`src/design/sgtr_pkg.sv`:
```
// Shared types, constants and the 5x7 font ROM of the glyph rasterizer.
package sgtr_pkg;

  // Width of the internal coordinate arithmetic: a 16-bit pen plus a cell offset.
  localparam int XW          = 17;
  localparam int PEN_W       = 16;
  localparam int SCALE_W     = 4;
  localparam int GLYPH_COLS  = 5;
  localparam int GLYPH_ROWS  = 7;
  localparam int GLYPH_GAP   = 2;
  localparam int GLYPH_ADV   = GLYPH_COLS + GLYPH_GAP;
  localparam int GLYPH_CELLS = GLYPH_COLS * GLYPH_ROWS;
  localparam int GX_W        = 3;
  localparam int GY_W        = 3;

  // One candidate rectangle for a font cell, before truncation to port width.
  typedef struct packed {
    logic          hit;
    logic [XW-1:0] left;
    logic [XW-1:0] top;
    logic [XW-1:0] right;
    logic [XW-1:0] bottom;
  } rect_t;

  // Font bitmap, top row in the most significant bits, leftmost dot first.
  function automatic logic [GLYPH_CELLS-1:0] glyph_bits(input logic [7:0] ch);
    logic [GLYPH_CELLS-1:0] g;
    g = '0;
    unique case (ch)
      8'h2D: g = {5'd0, 5'd0, 5'd0, 5'd14, 5'd0, 5'd0, 5'd0};
      8'h3A: g = {5'd0, 5'd12, 5'd12, 5'd0, 5'd12, 5'd12, 5'd0};
      8'h2F: g = {5'd1, 5'd2, 5'd4, 5'd4, 5'd8, 5'd16, 5'd16};
      8'h30: g = {5'd14, 5'd17, 5'd19, 5'd21, 5'd25, 5'd17, 5'd14};
      8'h31: g = {5'd4, 5'd12, 5'd4, 5'd4, 5'd4, 5'd4, 5'd14};
      8'h32: g = {5'd14, 5'd17, 5'd1, 5'd2, 5'd4, 5'd8, 5'd31};
      8'h33: g = {5'd30, 5'd1, 5'd1, 5'd14, 5'd1, 5'd1, 5'd30};
      8'h34: g = {5'd2, 5'd6, 5'd10, 5'd18, 5'd31, 5'd2, 5'd2};
      8'h35: g = {5'd31, 5'd16, 5'd16, 5'd30, 5'd1, 5'd1, 5'd30};
      8'h36: g = {5'd6, 5'd8, 5'd16, 5'd30, 5'd17, 5'd17, 5'd14};
      8'h37: g = {5'd31, 5'd1, 5'd2, 5'd4, 5'd8, 5'd8, 5'd8};
      8'h38: g = {5'd14, 5'd17, 5'd17, 5'd14, 5'd17, 5'd17, 5'd14};
      8'h39: g = {5'd14, 5'd17, 5'd17, 5'd15, 5'd1, 5'd2, 5'd28};
      8'h41: g = {5'd14, 5'd17, 5'd17, 5'd31, 5'd17, 5'd17, 5'd17};
      8'h42: g = {5'd30, 5'd17, 5'd17, 5'd30, 5'd17, 5'd17, 5'd30};
      8'h43: g = {5'd14, 5'd17, 5'd16, 5'd16, 5'd16, 5'd17, 5'd14};
      8'h44: g = {5'd28, 5'd18, 5'd17, 5'd17, 5'd17, 5'd18, 5'd28};
      8'h45: g = {5'd31, 5'd16, 5'd16, 5'd30, 5'd16, 5'd16, 5'd31};
      8'h46: g = {5'd31, 5'd16, 5'd16, 5'd30, 5'd16, 5'd16, 5'd16};
      8'h47: g = {5'd14, 5'd17, 5'd16, 5'd23, 5'd17, 5'd17, 5'd14};
      8'h48: g = {5'd17, 5'd17, 5'd17, 5'd31, 5'd17, 5'd17, 5'd17};
      8'h49: g = {5'd14, 5'd4, 5'd4, 5'd4, 5'd4, 5'd4, 5'd14};
      8'h4C: g = {5'd16, 5'd16, 5'd16, 5'd16, 5'd16, 5'd16, 5'd31};
      8'h4D: g = {5'd17, 5'd27, 5'd21, 5'd21, 5'd17, 5'd17, 5'd17};
      8'h4E: g = {5'd17, 5'd25, 5'd21, 5'd19, 5'd17, 5'd17, 5'd17};
      8'h4F: g = {5'd14, 5'd17, 5'd17, 5'd17, 5'd17, 5'd17, 5'd14};
      8'h50: g = {5'd30, 5'd17, 5'd17, 5'd30, 5'd16, 5'd16, 5'd16};
      8'h52: g = {5'd30, 5'd17, 5'd17, 5'd30, 5'd20, 5'd18, 5'd17};
      8'h53: g = {5'd15, 5'd16, 5'd16, 5'd14, 5'd1, 5'd1, 5'd30};
      8'h54: g = {5'd31, 5'd4, 5'd4, 5'd4, 5'd4, 5'd4, 5'd4};
      8'h55: g = {5'd17, 5'd17, 5'd17, 5'd17, 5'd17, 5'd17, 5'd14};
      8'h56: g = {5'd17, 5'd17, 5'd17, 5'd17, 5'd17, 5'd10, 5'd4};
      8'h57: g = {5'd17, 5'd17, 5'd17, 5'd21, 5'd21, 5'd21, 5'd10};
      8'h58: g = {5'd17, 5'd17, 5'd10, 5'd4, 5'd10, 5'd17, 5'd17};
      8'h59: g = {5'd17, 5'd17, 5'd10, 5'd4, 5'd4, 5'd4, 5'd4};
      8'h5A: g = {5'd31, 5'd1, 5'd2, 5'd4, 5'd8, 5'd16, 5'd31};
      default: g = '0;
    endcase
    return g;
  endfunction

endpackage

```
`src/design/sgtr_clip.sv`:
```
// Cell rectangle builder: screen test and right/bottom clipping for one font dot.
module sgtr_clip #(
  parameter int COORD_BITS = 14
) (
  input  logic [sgtr_pkg::XW-1:0]      x,
  input  logic [sgtr_pkg::XW-1:0]      y,
  input  logic [sgtr_pkg::SCALE_W-1:0] scale,
  input  logic [COORD_BITS-1:0]        screen_width,
  input  logic [COORD_BITS-1:0]        screen_height,
  output sgtr_pkg::rect_t              rect
);
  import sgtr_pkg::*;

  logic [XW-1:0] sw_ext;
  logic [XW-1:0] sh_ext;
  logic [XW-1:0] r_raw;
  logic [XW-1:0] b_raw;

  // A cell is kept when its top-left corner lies on the screen.
  always_comb begin
    sw_ext      = XW'(screen_width);
    sh_ext      = XW'(screen_height);
    r_raw       = x + XW'(scale);
    b_raw       = y + XW'(scale);
    rect.hit    = (x < sw_ext) && (y < sh_ext);
    rect.left   = x;
    rect.top    = y;
    rect.right  = (r_raw > sw_ext) ? sw_ext : r_raw;
    rect.bottom = (b_raw > sh_ext) ? sh_ext : b_raw;
  end

endmodule

```
`src/design/scaled_glyph_text_rasterizer.sv`:
```
// Top level of the scaled 5x7 glyph text rasterizer.
//
// Usage: each input item carries one character with its origin, scale and colour;
// new_text loads the pen with origin_x before the character is drawn. The block
// scans the 35 font dots of the glyph one per cycle while not stalled, top row
// first and leftmost dot first, and emits one clipped scale-by-scale rectangle per
// lit, on-screen dot. last_rect marks the final rectangle of a character; a
// character that draws nothing gives no result at all. The pen then advances by
// 7*scale, saturating at 65535.
// Flow: in_ready is high only between characters. Each character is taken in,
// its dots are scanned and its final rectangle is released before the next one
// can be taken. A rectangle is held back until the next lit dot is scanned or
// the scan ends, and only then is it moved into the output register.
// A stalled receiver (out_ready low) holds the output register and pauses the
// scan whenever a second rectangle is ready to leave.
// Reset (rst_n low at a clock edge) empties the block, clears the pen to zero and
// sets the screen to 640 by 480. Configuration writes complete without wait
// states at any time; they must be made only while no character is in flight.
module scaled_glyph_text_rasterizer #(
  parameter int COORD_BITS = 14
) (
  input  logic                  clk,
  input  logic                  rst_n,
  // Character items
  input  logic                  in_valid,
  output logic                  in_ready,
  input  logic [7:0]            in_character,
  input  logic                  in_new_text,
  input  logic [COORD_BITS-1:0] in_origin_x,
  input  logic [COORD_BITS-1:0] in_origin_y,
  input  logic [3:0]            in_scale,
  input  logic [31:0]           in_color,
  // Rectangle items
  output logic                  out_valid,
  input  logic                  out_ready,
  output logic [COORD_BITS-1:0] out_rect_left,
  output logic [COORD_BITS-1:0] out_rect_top,
  output logic [COORD_BITS-1:0] out_rect_right,
  output logic [COORD_BITS-1:0] out_rect_bottom,
  output logic [31:0]           out_rect_color,
  output logic                  out_last_rect,
  // Configuration port
  input  logic                  psel,
  input  logic                  penable,
  input  logic                  pwrite,
  input  logic [2:0]            paddr,
  input  logic [31:0]           pwdata,
  output logic [31:0]           prdata,
  output logic                  pready
);
  import sgtr_pkg::*;

  localparam logic [1:0] ST_IDLE  = 2'd0;
  localparam logic [1:0] ST_SCAN  = 2'd1;
  localparam logic [1:0] ST_FLUSH = 2'd2;

  localparam logic REG_SCREEN_WIDTH  = 1'b0;
  localparam logic REG_SCREEN_HEIGHT = 1'b1;

  localparam logic [GX_W-1:0] GX_LAST = GX_W'(GLYPH_COLS - 1);
  localparam logic [GY_W-1:0] GY_LAST = GY_W'(GLYPH_ROWS - 1);

  logic [1:0]              state_r, state_nxt;
  logic [COORD_BITS-1:0]   screen_width_r;
  logic [COORD_BITS-1:0]   screen_height_r;
  logic [PEN_W-1:0]        pen_r;
  logic [GLYPH_CELLS-1:0]  glyph_r;
  logic [GX_W-1:0]         gx_r;
  logic [GY_W-1:0]         gy_r;
  logic [XW-1:0]           x_base_r;
  logic [XW-1:0]           x_acc_r;
  logic [XW-1:0]           y_acc_r;
  logic [SCALE_W-1:0]      scale_r;
  logic [31:0]             color_r;
  logic                    pend_valid_r;
  rect_t                   pend_r;
  logic                    out_valid_r;
  logic [COORD_BITS-1:0]   out_left_r, out_top_r, out_right_r, out_bottom_r;
  logic [31:0]             out_color_r;
  logic                    out_last_r;

  rect_t                   cand;
  logic                    cfg_wr;
  logic                    accept;
  logic                    hit;
  logic                    out_free;
  logic                    last_cell;
  logic                    stall;
  logic                    advance;
  logic                    push_mid;
  logic                    push_last;
  logic                    flush_done;
  logic [PEN_W-1:0]        pen_start;
  logic [PEN_W:0]          pen_sum;

  // Configuration registers: the register index is the word address bit.
  assign pready = 1'b1;
  assign cfg_wr = psel && penable && pwrite;

  always_ff @(posedge clk) begin
    if (!rst_n) begin
      screen_width_r  <= COORD_BITS'(640);
      screen_height_r <= COORD_BITS'(480);
    end else if (cfg_wr) begin
      unique case (paddr[2])
        REG_SCREEN_WIDTH:  screen_width_r  <= pwdata[COORD_BITS-1:0];
        REG_SCREEN_HEIGHT: screen_height_r <= pwdata[COORD_BITS-1:0];
        default:           screen_width_r  <= screen_width_r;
      endcase
    end
  end

  always_comb begin
    unique case (paddr[2])
      REG_SCREEN_WIDTH:  prdata = 32'(screen_width_r);
      REG_SCREEN_HEIGHT: prdata = 32'(screen_height_r);
      default:           prdata = '0;
    endcase
  end

  // Rectangle of the dot under the scan position.
  sgtr_clip #(
    .COORD_BITS(COORD_BITS)
  ) u_clip (
    .x             (x_acc_r),
    .y             (y_acc_r),
    .scale         (scale_r),
    .screen_width  (screen_width_r),
    .screen_height (screen_height_r),
    .rect          (cand)
  );

  // Scan control. One rectangle is held back so that the last one can be marked.
  always_comb begin
    accept     = in_valid && in_ready;
    hit        = glyph_r[GLYPH_CELLS-1] && (scale_r != '0) && cand.hit;
    out_free   = !out_valid_r || out_ready;
    last_cell  = (gx_r == GX_LAST) && (gy_r == GY_LAST);
    stall      = (state_r == ST_SCAN) && hit && pend_valid_r && !out_free;
    advance    = (state_r == ST_SCAN) && !stall;
    push_mid   = (state_r == ST_SCAN) && hit && pend_valid_r && out_free;
    push_last  = (state_r == ST_FLUSH) && pend_valid_r && out_free;
    flush_done = (state_r == ST_FLUSH) && (!pend_valid_r || out_free);
    pen_start  = in_new_text ? PEN_W'(in_origin_x) : pen_r;
    pen_sum    = (PEN_W + 1)'(pen_start) +
                 ((PEN_W + 1)'(in_scale) * (PEN_W + 1)'(GLYPH_ADV));
  end

  // The multiply above is a 4-bit by constant product, seven times scale at most 105.
  assign in_ready = (state_r == ST_IDLE);

  always_comb begin
    state_nxt = state_r;
    unique case (state_r)
      ST_IDLE:  if (accept) state_nxt = ST_SCAN;
      ST_SCAN:  if (advance && last_cell) state_nxt = ST_FLUSH;
      ST_FLUSH: if (flush_done) state_nxt = ST_IDLE;
      default:  state_nxt = ST_IDLE;
    endcase
  end

  always_ff @(posedge clk) begin
    if (!rst_n) begin
      state_r      <= ST_IDLE;
      pen_r        <= '0;
      pend_valid_r <= 1'b0;
      out_valid_r  <= 1'b0;
    end else begin
      state_r <= state_nxt;
      // The pen is advanced as soon as the character is taken in.
      if (accept) begin
        pen_r <= pen_sum[PEN_W] ? {PEN_W{1'b1}} : pen_sum[PEN_W-1:0];
      end
      if (advance && hit) begin
        pend_valid_r <= 1'b1;
      end else if (push_last) begin
        pend_valid_r <= 1'b0;
      end
      if (push_mid || push_last) begin
        out_valid_r <= 1'b1;
      end else if (out_ready) begin
        out_valid_r <= 1'b0;
      end
    end
  end

  // Scan position and coordinate accumulators; each scan step adds scale to x or to y.
  always_ff @(posedge clk) begin
    if (accept) begin
      glyph_r  <= glyph_bits(in_character);
      gx_r     <= '0;
      gy_r     <= '0;
      x_base_r <= XW'(pen_start);
      x_acc_r  <= XW'(pen_start);
      y_acc_r  <= XW'(in_origin_y);
      scale_r  <= in_scale;
      color_r  <= in_color;
    end else if (advance) begin
      glyph_r <= {glyph_r[GLYPH_CELLS-2:0], 1'b0};
      if (gx_r == GX_LAST) begin
        gx_r    <= '0;
        gy_r    <= gy_r + GY_W'(1);
        x_acc_r <= x_base_r;
        y_acc_r <= y_acc_r + XW'(scale_r);
      end else begin
        gx_r    <= gx_r + GX_W'(1);
        x_acc_r <= x_acc_r + XW'(scale_r);
      end
    end
  end

  // Held rectangle and output register payload.
  always_ff @(posedge clk) begin
    if (advance && hit) begin
      pend_r <= cand;
    end
    if (push_mid || push_last) begin
      out_left_r   <= pend_r.left[COORD_BITS-1:0];
      out_top_r    <= pend_r.top[COORD_BITS-1:0];
      out_right_r  <= pend_r.right[COORD_BITS-1:0];
      out_bottom_r <= pend_r.bottom[COORD_BITS-1:0];
      out_color_r  <= color_r;
      out_last_r   <= push_last;
    end
  end

  assign out_valid       = out_valid_r;
  assign out_rect_left   = out_left_r;
  assign out_rect_top    = out_top_r;
  assign out_rect_right  = out_right_r;
  assign out_rect_bottom = out_bottom_r;
  assign out_rect_color  = out_color_r;
  assign out_last_rect   = out_last_r;

endmodule

```
`config.mk`:
```
export PLATFORM = sky130hd
export DESIGN_NAME = scaled_glyph_text_rasterizer
export DESIGN_NICKNAME = d
export VERILOG_FILES = /design/src/design/sgtr_pkg.sv /design/src/design/sgtr_clip.sv /design/src/design/scaled_glyph_text_rasterizer.sv
export SDC_FILE = /design/constraint.sdc
export NUM_CORES = 1
export LEC_CHECK = 0
export BUFFER_PORTS_ARGS = -buffer_cell sky130_fd_sc_hd__buf_2
export CORE_UTILIZATION = 60
export CTS_BUF_LIST = sky130_fd_sc_hd__clkbuf_8
export DETAILED_ROUTE_END_ITERATION = 6
export GPL_TIMING_DRIVEN = 0
export PLACE_DENSITY = 0.89
export SKIP_LAST_GASP = 1
export SLEW_MARGIN = 10
export SYNTH_ARGS = -nofsm -noshare
export SYNTH_HDL_FRONTEND = slang
export SYNTH_HIERARCHICAL = 1
export SYNTH_MEMORY_MAX_BITS = 65536
export SYNTH_SLANG_ARGS = --single-unit
```
`constraint.sdc`:
```
create_clock -name clk -period 7.6 [get_ports clk]
set_input_delay 0.76 -clock clk [delete_from_list [all_inputs] [get_ports clk]]
set_output_delay 0.76 -clock clk [all_outputs]
set_load 0.01 [all_outputs]
```
==> results.yml <==
clocking:
  root_buffer: "clkbuf_8"
  insertion_delay_ns: 0.59
  cts_hold_buffers: 0
  cts_tree: "built"
  clk_pin_slew_ns: 0.06
  numCtsBuffers: 50
  post_cts_buffers: 0
  cts.sinks: 320
  cts_resized: 0
  htree_levels: 2
  clock_path_buffers: 3
global_routing:
  grt.total_usage: 0.348
  grt_overflow: 0
  grt_pass1_wl_um: 76400
  antenna_found_initial: 1
  grt_max_degree: 58
  grt_pass1_vias: 13800
synth:
  postSynthCellCount: 1531
  yosysWarnings: 6
  synth_area_sq_um: 16900
  avgSynthCellArea_sq_um: 11.1
job:
  max_cap_violations: 0
layout:
  final_nets: 2017
  area_growth_syn_to_layout_pct: 15.4
  post-route-util: 0.703
  antenna_cells: 0
  drive_above_1_share: 0.210
status:
  status: "completed"
sta:
  rsz0062_at_grt: "false"
  tns_ns: 0
  hold_violations: 0
  slew_headroom: 0.389
  drv_slew: 0
  finalCriticalPeriod_ns: 4.58
  max_clock_freq_mhz: 218
  post-route-period-util: 0.603
  worst_slew_pin_slew_ns: 0.915
  finalSetupViolations: 0
  skew_ns: 0.0489
  fin_hold_ws_ns: 0.366
die:
  core_area_sq_um: 27800
  dieArea_sq_um: 28900
  die_x_um: 170
  fp-row-count: 61
  ioPinCount: 239
  die_y_um: 170
  initial_core_util: 0.610
critical_path:
  arrival_ns: 4.88
  crit_type: "register to register"
  required_ns: 7.90
  startpoint_type: "register"
  cp_max_fo: 10
  end_kind: "register"
detailed_routing:
  first_pass_iters: 6
  wirelength_um: 50600
  vias_per_cell: 6.19
  vias: 13700
  drt_iter0_markers: 1582
  ant_nets: 0
  drc: 0
  wl_per_cell_um: 22.9
place:
  place.gp.congestion: 0.969
  dp_hpwl_um: 36800
  io_buffers: 194
min_path:
  hold_path.class: "input port to register"
pwr:
  p_leak_uw: 0.00775
  p_per_area_nw_per_um2: 226
  ir_worst_vdd_mv: 0.132
## stage by stage
stage	instance area [sq um]	setup WS (ns)	power (uW)	instances
2_1_floorplan	17000	1.19	2700	1548
3_3_place_gp	18400	-0.724	2920	2120
3_5_place_dp	18500	3.07	2960	2124
4_1_cts	19500	3.08	4400	2214
5_1_grt	19500	2.70	4580	2214
6_report	19500	3.02	4420	2214
## critical path, stage by stage, from the launching register on
cell	delay, ns
edfxtp_1	0.53
ha_1	0.28
fa_1	0.23
nand3_1	0.11
a21oi_1	0.46
nand3_1	0.18
xnor2_1	0.27
ha_1	0.31
nand4_2	0.14
a21oi_1	0.06
a2111oi_0	0.48
o31ai_1	0.21
a311oi_4	0.51
buf_12	0.21
mux2_4	0.32
## cell type report
| type | instances | area (sq um) |
|---|---|---|
| sequential | 320 | 9030 |
| fill | 1979 | 8240 |
| multi-input combinational | 1040 | 7080 |
| timing repair buffer | 198 | 1050 |
| clock buffer | 57 | 785 |
| buffer | 113 | 629 |
| tap | 378 | 473 |
| inverter | 75 | 282 |
| clock inverter | 33 | 220 |
## final timing paths
path	to	cells after the start	startpoint	slack [ns]
hold reg to reg	out_rect_top[11]	0	pend_r[45]	0.42
setup reg to reg	pend_r[26]	14	scale_r[0]	3.02
setup / recovery	pend_r[26]	14	scale_r[0]	3.02
hold / removal	color_r[3]	1	in_color[3]	0.37
## registers in the layout, summed over array words and instances, names as in the netlist, 16 cells and up
signal / count
color_r: 32
glyph_r: 35
out_rect_color: 32
pen_r: 16
pend_r: 56
x_acc_r: 17
x_base_r: 16
y_acc_r: 17
## routing by layer
| metal | global-route usage | up-vias | part of all wire |
|---|---|---|---|
| met5 | 0 | - | 0.00018 |
| met4 | 0.206 | 2 | 0.063 |
| met3 | 0.0649 | 246 | 0.089 |
| met2 | 0.596 | 915 | 0.48 |
| met1 | 0.409 | 6477 | 0.37 |
| li1 | - | 6055 | - |
## where the power goes
group	total, uW	switching, uW	internal (uW)
Sequential	2120	102	2010
Clock	1460	669	786
Combinational	847	497	350
Total	4420	1270	3150
## cells in the final DEF (no fill, tap or decap), drive strengths merged, types with 45 or more instances in the layout
master  instances
a21oi         103
mux2           46
ha             94
nand2         175
buf           261
nand3          45
o21ai          87
nor2           89
edfxtp        262
inv            88
dfxtp          58
clkbuf        107
(Power assumes the default switching activity.)
